$ cat src/mat_pkg.sv
// Shared types and codes for the multi-slot alarm timer.
// Depends on nothing; used by mat_slot_table and multi_slot_alarm_timer.
package mat_pkg;

  localparam int NUM_SLOTS   = 8;
  localparam int MAX_RESULTS = 8;
  localparam int SLOT_IDX_W  = (NUM_SLOTS > 1) ? $clog2(NUM_SLOTS) : 1;
  localparam int ALARM_CNT_W = $clog2(MAX_RESULTS + 1);
  localparam int TIME_W      = 48;

  // input operations
  localparam logic [1:0] FUNC_TICK  = 2'd0;
  localparam logic [1:0] FUNC_START = 2'd1;
  localparam logic [1:0] FUNC_STOP  = 2'd2;

  // result kinds
  localparam logic [1:0] KIND_START = 2'd0;
  localparam logic [1:0] KIND_STOP  = 2'd1;
  localparam logic [1:0] KIND_ALARM = 2'd2;

  // status codes
  localparam logic [2:0] ST_OK       = 3'd0;
  localparam logic [2:0] ST_INVALID  = 3'd1;
  localparam logic [2:0] ST_RUNNING  = 3'd2;
  localparam logic [2:0] ST_FULL     = 3'd3;
  localparam logic [2:0] ST_NOTFOUND = 3'd4;

  // configuration register indexes
  localparam int CFG_IDX_W = 1;
  localparam logic [CFG_IDX_W-1:0] CFG_TICK_PERIOD = 1'd0;
  localparam logic [CFG_IDX_W-1:0] CFG_INVALID_ID  = 1'd1;

  typedef struct packed {
    logic              active;
    logic [7:0]        owner;
    logic [31:0]       period;
    logic [31:0]       tag;
    logic              rep;
    logic [TIME_W-1:0] due;
    logic [TIME_W-1:0] origin;
  } slot_t;

  typedef struct packed {
    logic                  en;
    logic [SLOT_IDX_W-1:0] idx;
    slot_t                 data;
  } slot_wr_t;

endpackage

$ cat src/multi_slot_alarm_timer.sv
// Top level of the multi-slot alarm timer: request sequencer, shared
// 48-bit adder and result register. Depends on mat_pkg and mat_slot_table.
//
// Usage:
//  - A request is taken at a rising edge with start high and busy low.
//    func selects tick, start timer or stop timer; other in_ fields are
//    the request's parameters. func 3 is taken and ignored.
//  - Results come out one per cycle at most, each shown for exactly one
//    cycle with out_valid high; out_last marks the final result of a
//    request. The receiver cannot stall, so nothing waits on it.
//  - Start and stop give one response each. A tick gives one alarm per
//    due slot (none if nothing is due), in slot order.
//  - Each request scans the table one slot per cycle, in these steps:
//      tick : counter advance, scan, then the last alarm is sent
//      start: scan, due-time sum and forced free, then arming and response
//      stop : scan, then the response
//    A new request is taken only once busy has fallen after the last step.
//  - The table read is registered, so the scan addresses it with the
//    next count and sees each slot in the cycle it is scanned.
//  - Each alarm is held back until the next is found, so that out_last can
//    be set on the final one; earlier ones appear while the scan goes on.
//  - Configuration (tick_period, invalid_id) must be written via cfg_we /
//    cfg_index / cfg_wdata by the user while idle; the block does not check.
//  - Reset (synchronous, rst_n low) empties every slot, zeroes the
//    millisecond counter and restores tick_period 100, invalid_id 255.
module multi_slot_alarm_timer (
  input  logic                          clk,
  input  logic                          rst_n,
  input  logic                          start,
  output logic                          busy,
  input  logic [1:0]                    in_func,
  input  logic [7:0]                    in_client_id,
  input  logic [31:0]                   in_duration,
  input  logic [31:0]                   in_start_offset,
  input  logic [31:0]                   in_tag,
  input  logic                          in_repeat_req,
  input  logic                          in_forced,
  output logic                          out_valid,
  output logic [1:0]                    out_kind,
  output logic [7:0]                    out_owner,
  output logic [2:0]                    out_status,
  output logic [31:0]                   out_elapsed,
  output logic [31:0]                   out_alarm_tag,
  output logic                          out_last,
  input  logic                          cfg_we,
  input  logic [mat_pkg::CFG_IDX_W-1:0] cfg_index,
  input  logic [15:0]                   cfg_wdata
);

  localparam int TW = mat_pkg::TIME_W;
  localparam int IW = mat_pkg::SLOT_IDX_W;
  localparam int CW = mat_pkg::ALARM_CNT_W;

  // sequencer states
  localparam logic [2:0] S_IDLE     = 3'd0;
  localparam logic [2:0] S_TICK_ADD = 3'd1;
  localparam logic [2:0] S_SCAN     = 3'd2;
  localparam logic [2:0] S_TICK_END = 3'd3;
  localparam logic [2:0] S_REQ_SUM  = 3'd4;
  localparam logic [2:0] S_REQ_FIN  = 3'd5;

  // configuration
  logic [15:0] tick_period_r;
  logic [7:0]  invalid_id_r;

  // control
  logic [2:0]    state_r, state_nxt;
  logic [IW-1:0] cnt_r, cnt_nxt;
  logic [TW-1:0] now_r, now_nxt;
  logic [TW-1:0] acc_r, acc_nxt;
  logic          own_found_r, own_found_nxt;
  logic [IW-1:0] own_idx_r, own_idx_nxt;
  logic          free_found_r, free_found_nxt;
  logic [IW-1:0] free_idx_r, free_idx_nxt;
  logic [CW-1:0] alarm_cnt_r, alarm_cnt_nxt;

  // latched request
  logic [1:0]  func_r, func_nxt;
  logic [7:0]  id_r, id_nxt;
  logic [31:0] dur_r, dur_nxt;
  logic [31:0] offs_r, offs_nxt;
  logic [31:0] tag_r, tag_nxt;
  logic        rep_r, rep_nxt;
  logic        force_r, force_nxt;

  // alarm held back by one alarm to know which one is last
  logic        pend_valid_r, pend_valid_nxt;
  logic [7:0]  pend_owner_r, pend_owner_nxt;
  logic [31:0] pend_elapsed_r, pend_elapsed_nxt;
  logic [31:0] pend_tag_r, pend_tag_nxt;

  // result register
  logic        out_valid_r, out_valid_nxt;
  logic [1:0]  out_kind_r, out_kind_nxt;
  logic [7:0]  out_owner_r, out_owner_nxt;
  logic [2:0]  out_status_r, out_status_nxt;
  logic [31:0] out_elapsed_r, out_elapsed_nxt;
  logic [31:0] out_tag_r, out_tag_nxt;
  logic        out_last_r, out_last_nxt;

  // shared datapath
  logic [TW-1:0]     add_a, add_b, add_sum;
  logic [31:0]       elapsed_w;
  logic              due_hit;
  logic              scan_done;
  logic              req_bad;
  logic              use_own;
  mat_pkg::slot_t    rd;
  mat_pkg::slot_wr_t wr;

  // registered read: address with the count of the coming cycle
  mat_slot_table u_table (
    .clk     (clk),
    .rst_n   (rst_n),
    .rd_idx  (cnt_nxt),
    .rd_data (rd),
    .wr      (wr)
  );

  assign busy = (state_r != S_IDLE);

  // one 48-bit adder serves counter advance, due-time sums and rearming
  always_comb begin
    case (state_r)
      S_TICK_ADD: begin
        add_a = now_r;
        add_b = TW'(tick_period_r);
      end
      S_REQ_SUM: begin
        add_a = now_r;
        add_b = TW'(offs_r);
      end
      S_REQ_FIN: begin
        add_a = acc_r;
        add_b = TW'(dur_r);
      end
      default: begin
        add_a = rd.due;
        add_b = TW'(rd.period);
      end
    endcase
  end
  assign add_sum = add_a + add_b;

  assign elapsed_w = now_r[31:0] - rd.origin[31:0];
  assign due_hit   = rd.active && (now_r >= rd.due) &&
                     (alarm_cnt_r < CW'(mat_pkg::MAX_RESULTS));
  assign scan_done = (cnt_r == IW'(mat_pkg::NUM_SLOTS - 1));
  assign req_bad   = (id_r == invalid_id_r) || (dur_r == 32'd0);
  // a forced restart may reuse the slot it frees if that one is lowest
  assign use_own   = own_found_r && (!free_found_r || (own_idx_r < free_idx_r));

  always_comb begin
    state_nxt        = state_r;
    cnt_nxt          = cnt_r;
    now_nxt          = now_r;
    acc_nxt          = acc_r;
    own_found_nxt    = own_found_r;
    own_idx_nxt      = own_idx_r;
    free_found_nxt   = free_found_r;
    free_idx_nxt     = free_idx_r;
    alarm_cnt_nxt    = alarm_cnt_r;
    func_nxt         = func_r;
    id_nxt           = id_r;
    dur_nxt          = dur_r;
    offs_nxt         = offs_r;
    tag_nxt          = tag_r;
    rep_nxt          = rep_r;
    force_nxt        = force_r;
    pend_valid_nxt   = pend_valid_r;
    pend_owner_nxt   = pend_owner_r;
    pend_elapsed_nxt = pend_elapsed_r;
    pend_tag_nxt     = pend_tag_r;
    out_valid_nxt    = 1'b0;
    out_kind_nxt     = out_kind_r;
    out_owner_nxt    = out_owner_r;
    out_status_nxt   = out_status_r;
    out_elapsed_nxt  = out_elapsed_r;
    out_tag_nxt      = out_tag_r;
    out_last_nxt     = out_last_r;
    wr               = '0;
    wr.idx           = cnt_r;

    case (state_r)
      S_IDLE: begin
        if (start) begin
          func_nxt       = in_func;
          id_nxt         = in_client_id;
          dur_nxt        = in_duration;
          offs_nxt       = in_start_offset;
          tag_nxt        = in_tag;
          rep_nxt        = in_repeat_req;
          force_nxt      = in_forced;
          cnt_nxt        = '0;
          own_found_nxt  = 1'b0;
          free_found_nxt = 1'b0;
          alarm_cnt_nxt  = '0;
          pend_valid_nxt = 1'b0;
          case (in_func)
            mat_pkg::FUNC_TICK:  state_nxt = S_TICK_ADD;
            mat_pkg::FUNC_START: state_nxt = S_SCAN;
            mat_pkg::FUNC_STOP:  state_nxt = S_SCAN;
            default:             state_nxt = S_IDLE;
          endcase
        end
      end

      S_TICK_ADD: begin
        now_nxt   = add_sum;
        state_nxt = S_SCAN;
      end

      S_SCAN: begin
        if (func_r == mat_pkg::FUNC_TICK) begin
          if (due_hit) begin
            wr.en   = 1'b1;
            wr.data = rd;
            if (rd.rep) begin
              wr.data.due = add_sum;
            end else begin
              wr.data.active = 1'b0;
            end
            if (pend_valid_r) begin
              out_valid_nxt   = 1'b1;
              out_kind_nxt    = mat_pkg::KIND_ALARM;
              out_owner_nxt   = pend_owner_r;
              out_status_nxt  = mat_pkg::ST_OK;
              out_elapsed_nxt = pend_elapsed_r;
              out_tag_nxt     = pend_tag_r;
              out_last_nxt    = 1'b0;
            end
            pend_valid_nxt   = 1'b1;
            pend_owner_nxt   = rd.owner;
            pend_elapsed_nxt = elapsed_w;
            pend_tag_nxt     = rd.tag;
            alarm_cnt_nxt    = alarm_cnt_r + CW'(1);
          end
        end else begin
          if (rd.active && (rd.owner == id_r) && !own_found_r) begin
            own_found_nxt = 1'b1;
            own_idx_nxt   = cnt_r;
          end
          if (!rd.active && !free_found_r) begin
            free_found_nxt = 1'b1;
            free_idx_nxt   = cnt_r;
          end
        end
        if (scan_done) begin
          if (func_r == mat_pkg::FUNC_TICK) begin
            state_nxt = S_TICK_END;
          end else if (func_r == mat_pkg::FUNC_START) begin
            state_nxt = S_REQ_SUM;
          end else begin
            state_nxt = S_REQ_FIN;
          end
        end else begin
          cnt_nxt = cnt_r + IW'(1);
        end
      end

      S_TICK_END: begin
        if (pend_valid_r) begin
          out_valid_nxt   = 1'b1;
          out_kind_nxt    = mat_pkg::KIND_ALARM;
          out_owner_nxt   = pend_owner_r;
          out_status_nxt  = mat_pkg::ST_OK;
          out_elapsed_nxt = pend_elapsed_r;
          out_tag_nxt     = pend_tag_r;
          out_last_nxt    = 1'b1;
        end
        pend_valid_nxt = 1'b0;
        state_nxt      = S_IDLE;
      end

      S_REQ_SUM: begin
        // forced restart: free the client's old slot before arming
        acc_nxt = add_sum;
        if (!req_bad && own_found_r && force_r) begin
          wr.en          = 1'b1;
          wr.idx         = own_idx_r;
          wr.data        = '0;
        end
        state_nxt = S_REQ_FIN;
      end

      S_REQ_FIN: begin
        out_valid_nxt   = 1'b1;
        out_owner_nxt   = id_r;
        out_elapsed_nxt = 32'd0;
        out_tag_nxt     = 32'd0;
        out_last_nxt    = 1'b1;
        if (func_r == mat_pkg::FUNC_START) begin
          out_kind_nxt = mat_pkg::KIND_START;
          if (req_bad) begin
            out_status_nxt = mat_pkg::ST_INVALID;
          end else if (own_found_r && !force_r) begin
            out_status_nxt = mat_pkg::ST_RUNNING;
          end else if (!use_own && !free_found_r) begin
            out_status_nxt = mat_pkg::ST_FULL;
          end else begin
            out_status_nxt     = mat_pkg::ST_OK;
            wr.en              = 1'b1;
            wr.idx             = use_own ? own_idx_r : free_idx_r;
            wr.data.active     = 1'b1;
            wr.data.owner      = id_r;
            wr.data.period     = dur_r;
            wr.data.tag        = tag_r;
            wr.data.rep        = rep_r;
            wr.data.due        = add_sum;
            wr.data.origin     = now_r;
          end
        end else begin
          out_kind_nxt = mat_pkg::KIND_STOP;
          if (own_found_r) begin
            out_status_nxt = mat_pkg::ST_OK;
            wr.en          = 1'b1;
            wr.idx         = own_idx_r;
            wr.data        = '0;
          end else begin
            out_status_nxt = mat_pkg::ST_NOTFOUND;
          end
        end
        state_nxt = S_IDLE;
      end

      default: begin
        state_nxt = S_IDLE;
      end
    endcase
  end

  always_ff @(posedge clk) begin
    if (!rst_n) begin
      state_r       <= S_IDLE;
      now_r         <= '0;
      pend_valid_r  <= 1'b0;
      out_valid_r   <= 1'b0;
      tick_period_r <= 16'd100;
      invalid_id_r  <= 8'd255;
    end else begin
      state_r      <= state_nxt;
      now_r        <= now_nxt;
      pend_valid_r <= pend_valid_nxt;
      out_valid_r  <= out_valid_nxt;
      if (cfg_we) begin
        case (cfg_index)
          mat_pkg::CFG_TICK_PERIOD: tick_period_r <= cfg_wdata;
          mat_pkg::CFG_INVALID_ID:  invalid_id_r  <= cfg_wdata[7:0];
          default: ;
        endcase
      end
    end
  end

  always_ff @(posedge clk) begin
    cnt_r          <= cnt_nxt;
    acc_r          <= acc_nxt;
    own_found_r    <= own_found_nxt;
    own_idx_r      <= own_idx_nxt;
    free_found_r   <= free_found_nxt;
    free_idx_r     <= free_idx_nxt;
    alarm_cnt_r    <= alarm_cnt_nxt;
    func_r         <= func_nxt;
    id_r           <= id_nxt;
    dur_r          <= dur_nxt;
    offs_r         <= offs_nxt;
    tag_r          <= tag_nxt;
    rep_r          <= rep_nxt;
    force_r        <= force_nxt;
    pend_owner_r   <= pend_owner_nxt;
    pend_elapsed_r <= pend_elapsed_nxt;
    pend_tag_r     <= pend_tag_nxt;
    out_kind_r     <= out_kind_nxt;
    out_owner_r    <= out_owner_nxt;
    out_status_r   <= out_status_nxt;
    out_elapsed_r  <= out_elapsed_nxt;
    out_tag_r      <= out_tag_nxt;
    out_last_r     <= out_last_nxt;
  end

  assign out_valid     = out_valid_r;
  assign out_kind      = out_kind_r;
  assign out_owner     = out_owner_r;
  assign out_status    = out_status_r;
  assign out_elapsed   = out_elapsed_r;
  assign out_alarm_tag = out_tag_r;
  assign out_last      = out_last_r;

  // a taken tick, start or stop request keeps the sequencer busy
  a_req_goes_busy: assert property (@(posedge clk) disable iff (!rst_n)
    (start && !busy && (in_func == mat_pkg::FUNC_TICK ||
     in_func == mat_pkg::FUNC_START || in_func == mat_pkg::FUNC_STOP)) |=> busy)
    else $error("request taken but sequencer stayed idle");

  // start and stop responses are always the only result of their request
  a_resp_is_last: assert property (@(posedge clk) disable iff (!rst_n)
    (out_valid && out_kind != mat_pkg::KIND_ALARM) |-> out_last)
    else $error("response without last flag");

  // alarms always carry an ok status
  a_alarm_ok: assert property (@(posedge clk) disable iff (!rst_n)
    (out_valid && out_kind == mat_pkg::KIND_ALARM) |-> out_status == mat_pkg::ST_OK)
    else $error("alarm with nonzero status");

  // after a request's last result, the next result needs a new request
  a_gap_after_last: assert property (@(posedge clk) disable iff (!rst_n)
    (out_valid && out_last) |=> !out_valid)
    else $error("result right after a last result");

endmodule

$ cat src/mat_slot_table.sv
// Slot table of the alarm timer: one registered read port, one write port.
// Depends on mat_pkg. Only the active bits are reset.
module mat_slot_table (
  input  logic                           clk,
  input  logic                           rst_n,
  input  logic [mat_pkg::SLOT_IDX_W-1:0] rd_idx,
  output mat_pkg::slot_t                 rd_data,
  input  mat_pkg::slot_wr_t              wr
);

  logic [mat_pkg::NUM_SLOTS-1:0] active_r;
  mat_pkg::slot_t                entry_r [mat_pkg::NUM_SLOTS];
  mat_pkg::slot_t                rd_entry_r;
  logic                          rd_active_r;

  always_ff @(posedge clk) begin
    if (!rst_n) begin
      active_r <= '0;
    end else if (wr.en) begin
      active_r[wr.idx] <= wr.data.active;
    end
  end

  // payload needs no reset: an inactive entry is never looked at
  always_ff @(posedge clk) begin
    if (wr.en) begin
      entry_r[wr.idx] <= wr.data;
    end
  end

  // read data shows up in the cycle after the address
  always_ff @(posedge clk) begin
    rd_entry_r  <= entry_r[rd_idx];
    rd_active_r <= active_r[rd_idx];
  end

  always_comb begin
    rd_data        = rd_entry_r;
    rd_data.active = rd_active_r;
  end

endmodule
$ cat config.mk
export PLATFORM = sky130hd
export DESIGN_NAME = multi_slot_alarm_timer
export DESIGN_NICKNAME = d
export VERILOG_FILES = /design/src/mat_pkg.sv /design/src/multi_slot_alarm_timer.sv /design/src/mat_slot_table.sv
export SDC_FILE = /design/constraint.sdc
export NUM_CORES = 2
export LEC_CHECK = 0
export ABC_AREA = 0
export BUFFER_PORTS_ARGS = -buffer_cell sky130_fd_sc_hd__buf_2
export CAP_MARGIN = 20
export CORE_MARGIN = 1.5
export CORE_UTILIZATION = 44
export CTS_BUF_LIST = sky130_fd_sc_hd__clkbuf_16
export DETAILED_ROUTE_END_ITERATION = 8
export GPL_ROUTABILITY_DRIVEN = 1
export GPL_TIMING_DRIVEN = 0
export PLACE_DENSITY = 0.68
export SYNTH_ARGS = -nofsm -noshare
export SYNTH_HDL_FRONTEND = slang
export SYNTH_HIERARCHICAL = 1
export SYNTH_SLANG_ARGS = --single-unit
$ cat constraint.sdc
create_clock -name clk -period 29.1 [get_ports clk]
set_clock_uncertainty 0.05 [all_clocks]
set_input_delay 4.365 -clock clk [delete_from_list [all_inputs] [get_ports clk]]
set_output_delay 4.365 -clock clk [all_outputs]
set_load 0.02 [all_outputs]
Word level (Yosys, flattened, before mapping)

Memories as Yosys holds them, arrays and structs flattened. A register that Yosys moved wholly into a read port is not among the register bits.
Index checks and enable logic that the tools add are counted.

Bits of input ports: 129
Memories: 1
Register bits: 407
RAM bits: 1360

Add/sub/neg operators: 4
Bitwise operators: 2
Mux-type cells: 83
$lt $le $gt $ge: 6
Reductions and logical operators: 42
Equality and inequality tests: 20

Memory list:

| name            | depth | bits a word | rd ports | clocked after memory_dff | write ports | RTL line             | RTL |
|---|---|---|---|---|---|---|---|
| u_table.entry_r | 8     | 170         | 1        | 1                        | 1           | mat_slot_table.sv:12 | `mat_pkg::slot_t entry_r [mat_pkg::NUM_SLOTS];` |

Operator list:

| cell                                 | count |
|---|---|
| 174-bit two-way mux                  | 6 |
| 170-bit case mux with 3 select lines | 1 |
| 170-bit two-way mux                  | 2 |
| 32-bit case mux with 3 select lines  | 3 |
| 32-bit two-way mux                   | 6 |
| 48-bit case mux with 2 select lines  | 1 |
| 48-bit adder                         | 1 |
| 48-bit >= comparator                 | 1 |
| 48-bit two-way mux                   | 1 |
| 3-bit two-way mux                    | 11 |
| 32-bit zero test                     | 1 |
| 32-bit subtractor                    | 1 |
| 8-bit two-way mux                    | 3 |
| 8-bit case mux with 3 select lines   | 1 |
| 1-bit two-way mux                    | 23 |
| 2-bit != test, second input constant | 9 |
| 8-bit == test                        | 2 |
| 4-bit AND reduction                  | 4 |
| 2-bit two-way mux                    | 6 |
| 4-bit two-way mux                    | 3 |
| 1-bit case mux with 3 select lines   | 4 |
| 3-bit case mux with 2 select lines   | 2 |
| 3-bit case mux with 4 select lines   | 1 |
| 3-bit AND reduction                  | 4 |
| other kinds (30)                     | 60 |

Logic depth before layout (Yosys ltp)

Depth after elaboration: 15
Mapped depth: 21
Gate-level depth less buffers: 16

Cells and area by module

Netlist, hierarchy kept.

By module, submodules not included:

| module                 | seq. area each (um^2) | area each (um^2) | instances | cells each |
|---|---|---|---|---|
| mat_slot_table         | 44162.4               | 54892.6          | 1         | 2165 |
| multi_slot_alarm_timer | 11150.7               | 22479.1          | 1         | 2169 |

Worst setup path after synthesis

Ideal clock, no wire load.

Path type: register -> register
Start point: register state_r[2]
End point: register u_table/active_r[0] in the netlist's numbering
Data required time: 28.936 ns
Stages on the path, launching flop included: 14
Slack: 6.187 ns
Arrival time: 22.749 ns
Cell sequence: dfxtp_1 -> buf_4 -> buf_2 -> buf_1 -> nand2b_1 -> clkbuf_1 -> nor2_1 -> nor2_1 -> o21ai_0 -> and2_1 -> a221oi_1 -> nor4b_1 -> mux2i_1 -> nor2b_1

RTL lines:

| what                           | RTL line                      | RTL |
|---|---|---|
| start: declaration             | multi_slot_alarm_timer.sv:67  | `logic [2:0] state_r, state_nxt;` |
| start signal: assignment       | multi_slot_alarm_timer.sv:341 | `state_r <= state_nxt;` |
| end signal: indexed assignment | mat_slot_table.sv:20          | `active_r[wr.idx] <= wr.data.active;` |
| end: declaration               | mat_slot_table.sv:11          | `logic [mat_pkg::NUM_SLOTS-1:0] active_r;` |

Worst setup path after layout

Start point: register state_r[1]
End point: output port busy

Longest elaborated chain between the ends: 1

Ends and longest elaborated chain:

| what               | RTL line                      | RTL |
|---|---|---|
| 3-bit nonzero test | multi_slot_alarm_timer.sv:120 | `assign busy = (state_r != S_IDLE);` |
| end: declaration   | multi_slot_alarm_timer.sv:30  | `output logic busy,` |

No other way between the ends.

==> results.ini <==
[routing]
drt.antenna.violating_nets = 0
drc = 0
drt_iter0_markers = 5179
drt_wl_total_mm = 189
dr_total_vias = 40533
viasPerCell = 5.88
dr.pass1.iters = 6
wl_per_cell_um = 27.4

[worst_hold_path]
hold_class = reg2reg
min_delay_path_depth = 0
whs_endpoint = pend_tag_r[23]$_DFFE_PP_
hp-start = u_table/rd_data[120]$_DFF_P_

[yosys]
synth_area_per_cell_sq_um = 17.5
syn_area_sq_um = 72100
syn_inst = 4126
ys_warn_count = 6
syn_nets = 4373

[placement]
io_buffers = 208
placed_area_sq_um = 76900
place_congestion = 0.917
numPlacedInstances = 6570
hpwl_mm = 124

[timing]
finalSetupViolations = 0
slew_viol_final = 0
final_hold_viol_count = 0
slew_headroom_pct = 20.1
max_freq_ghz = 0.115
tns_ns = 0
worst_slew_pin_slew_ns = 1.20
holdWs_ns = 0.378
fin_crit_sh_pct = 30.0
fin_crit_ns = 8.73
rsz0062_at_grt = false

[power]
p_sw_share_pct = 26.1
p_sw_uw = 1560
power_frac_clock_pct = 36.8
p_leak_uw = 0.0253
p_int_uw = 4420
p_per_area_nw_per_um2 = 72.5
peakVddDrop_uv = 60.1
combinationalPowerShare_pct = 14.1
seqPwrFrac_pct = 49.1

[setup_path]
required_ns = 24.69
arrival_ns = 4.31
crit_buf_inv = 6
critPathKind = reg2out
cp_slowest_cell = clkbuf_1
critPathLaunchType = flip-flop
cpPeakStageDelay_ns = 0.81
rr_endpoint = u_table/entry_r[1][82]$_DFFE_PP_
cp_max_fo = 10
cp_common_cell = clkbuf_1
path_delay_family = buffers and inverters
rr_startpoint = state_r[2]$_SDFFE_PN0P_
worstPathCellList = clkbuf_1, clkbuf_1, clkbuf_1, clkbuf_1, clkbuf_1, or3_1, buf_2
cp-end-kind = primary output
path_depth = 7
rr_worst_depth = 20
setup.reg_to_reg.worst_slack_ns = 21.47

[layout]
syn_to_final_growth_pct = 14.4
utilization_pct = 50.7
drive_gt1_share_pct = 21.0
final_common_cell = edfxtp_1
fin_cells = 6896
layout.nets = 4818
design_area_sq_um = 82600
final_cell_mix = edfxtp_1 (1542), dfxtp_1 (242), mux4_2 (238)

[cts]
htreeDepth = 4
cts_buffer_depth = 3
cts-buffers-inserted = 172
clock_latency_ns = 0.83
post_cts_resized = 0
clkTransAtPathRegs_ns = 0.06
cts_tree = done
post-cts-setup-buffers = 0
clock-sinks = 1784
holdBufCountCts = 0
cts_root_buffer = clkbuf_16

[global_route]
grt_use_total_pct = 22.5
grt_pass1_vias = 40037
grt_pass1_wl_mm = 274
grt_overflow = 0
antenna_found_initial = 8
grt_start_max_net_pins = 85

[floorplanning]
rows = 148
dieArea_sq_um = 166000
chipHeight_um = 408
die_width_um = 408
io_pins = 209
core-area_sq_um = 163000
start_util_pct = 44.3

[outcome]
outcome = finished clean

[flow_run]
drv_cap = 0

-- layout make-up --
cell class / instances / area [sq um]
Buffer: 221 / 1140
Clock inverter: 148 / 1270
Inverter: 130 / 518
Fill cell: 13044 / 80200
Multi-Input combinational cell: 1991 / 19400
Clock buffer: 173 / 4330
Antenna cell: 3 / 7.51
Timing Repair Buffer: 271 / 2010
Sequential cell: 1784 / 51100
Tap cell: 2175 / 2720
-- flip-flops by register name, summed over array words and instances (netlist names), 8 cells and up --
register          count
u_table/rd_data     153
dur_r                32
pend_tag_r           32
out_elapsed          32
tick_period_r        16
offs_r               32
invalid_id_r          8
out_owner             8
u_table/entry_r    1224
id_r                  8
pend_owner_r          8
acc_r                48
u_table/active_r      8
out_alarm_tag        32
pend_elapsed_r       32
now_r                48
tag_r                32
-- per-stage QoR --
step                total power, uW  worst slack [ns]
detailed placement             3830             21.33
finish                         5990             20.37
global route                   6170             20.23
floorplan                      3530              7.90
CTS                            6010             20.43
global placement               3830            -12.80
-- power by group through the flow --
stage	combinational [uW]	sequential, uW	clock [uW]
3_3_place_gp	827	3000	0
2_1_floorplan	572	2950	0
4_1_cts	845	2940	2230
3_5_place_dp	840	2990	0
6_report	846	2940	2200
5_1_grt	905	2940	2320
-- metal layers --
layer  share of wire (%)  GRT usage, %  routed length [um]  up-vias
met5              0.0069             0                  13        -
met4                 3.5          8.41                6560        2
met3                 8.7          3.89               16400      322
met2                  46          34.8               87500     2051
met1                  42          32.0               78700    20823
li1                    -             -                   -    17335
-- how the worst max path moves through the flow --
stage | from | to | slack (ns)
2_1_floorplan | state_r[2]$_SDFFE_PN0P_ | u_table/active_r[0]$_SDFFE_PN0P_ | 7.90
3_3_place_gp | state_r[2]$_SDFFE_PN0P_ | u_table/active_r[0]$_SDFFE_PN0P_ | -12.80
3_5_place_dp | state_r[1]$_SDFFE_PN0P_ | busy | 21.33
4_1_cts | state_r[1]$_SDFFE_PN0P_ | busy | 20.43
5_1_grt | state_r[1]$_SDFFE_PN0P_ | busy | 20.23
6_report | state_r[1]$_SDFFE_PN0P_ | busy | 20.37
-- worst reg2reg max path, delay by kind of cell (launching register included) --
kind,cells,cell delay (ns)
adders and majority gates,1,0.43
buffers and inverters,6,2.81
and+or+nand+nor,2,0.25
DFF,1,0.34
xor gates and xnor gates,1,0.20
muxes,1,0.16
AOI/OAI and AO/OA,9,3.10
Power figures use the tool's default switching activity.
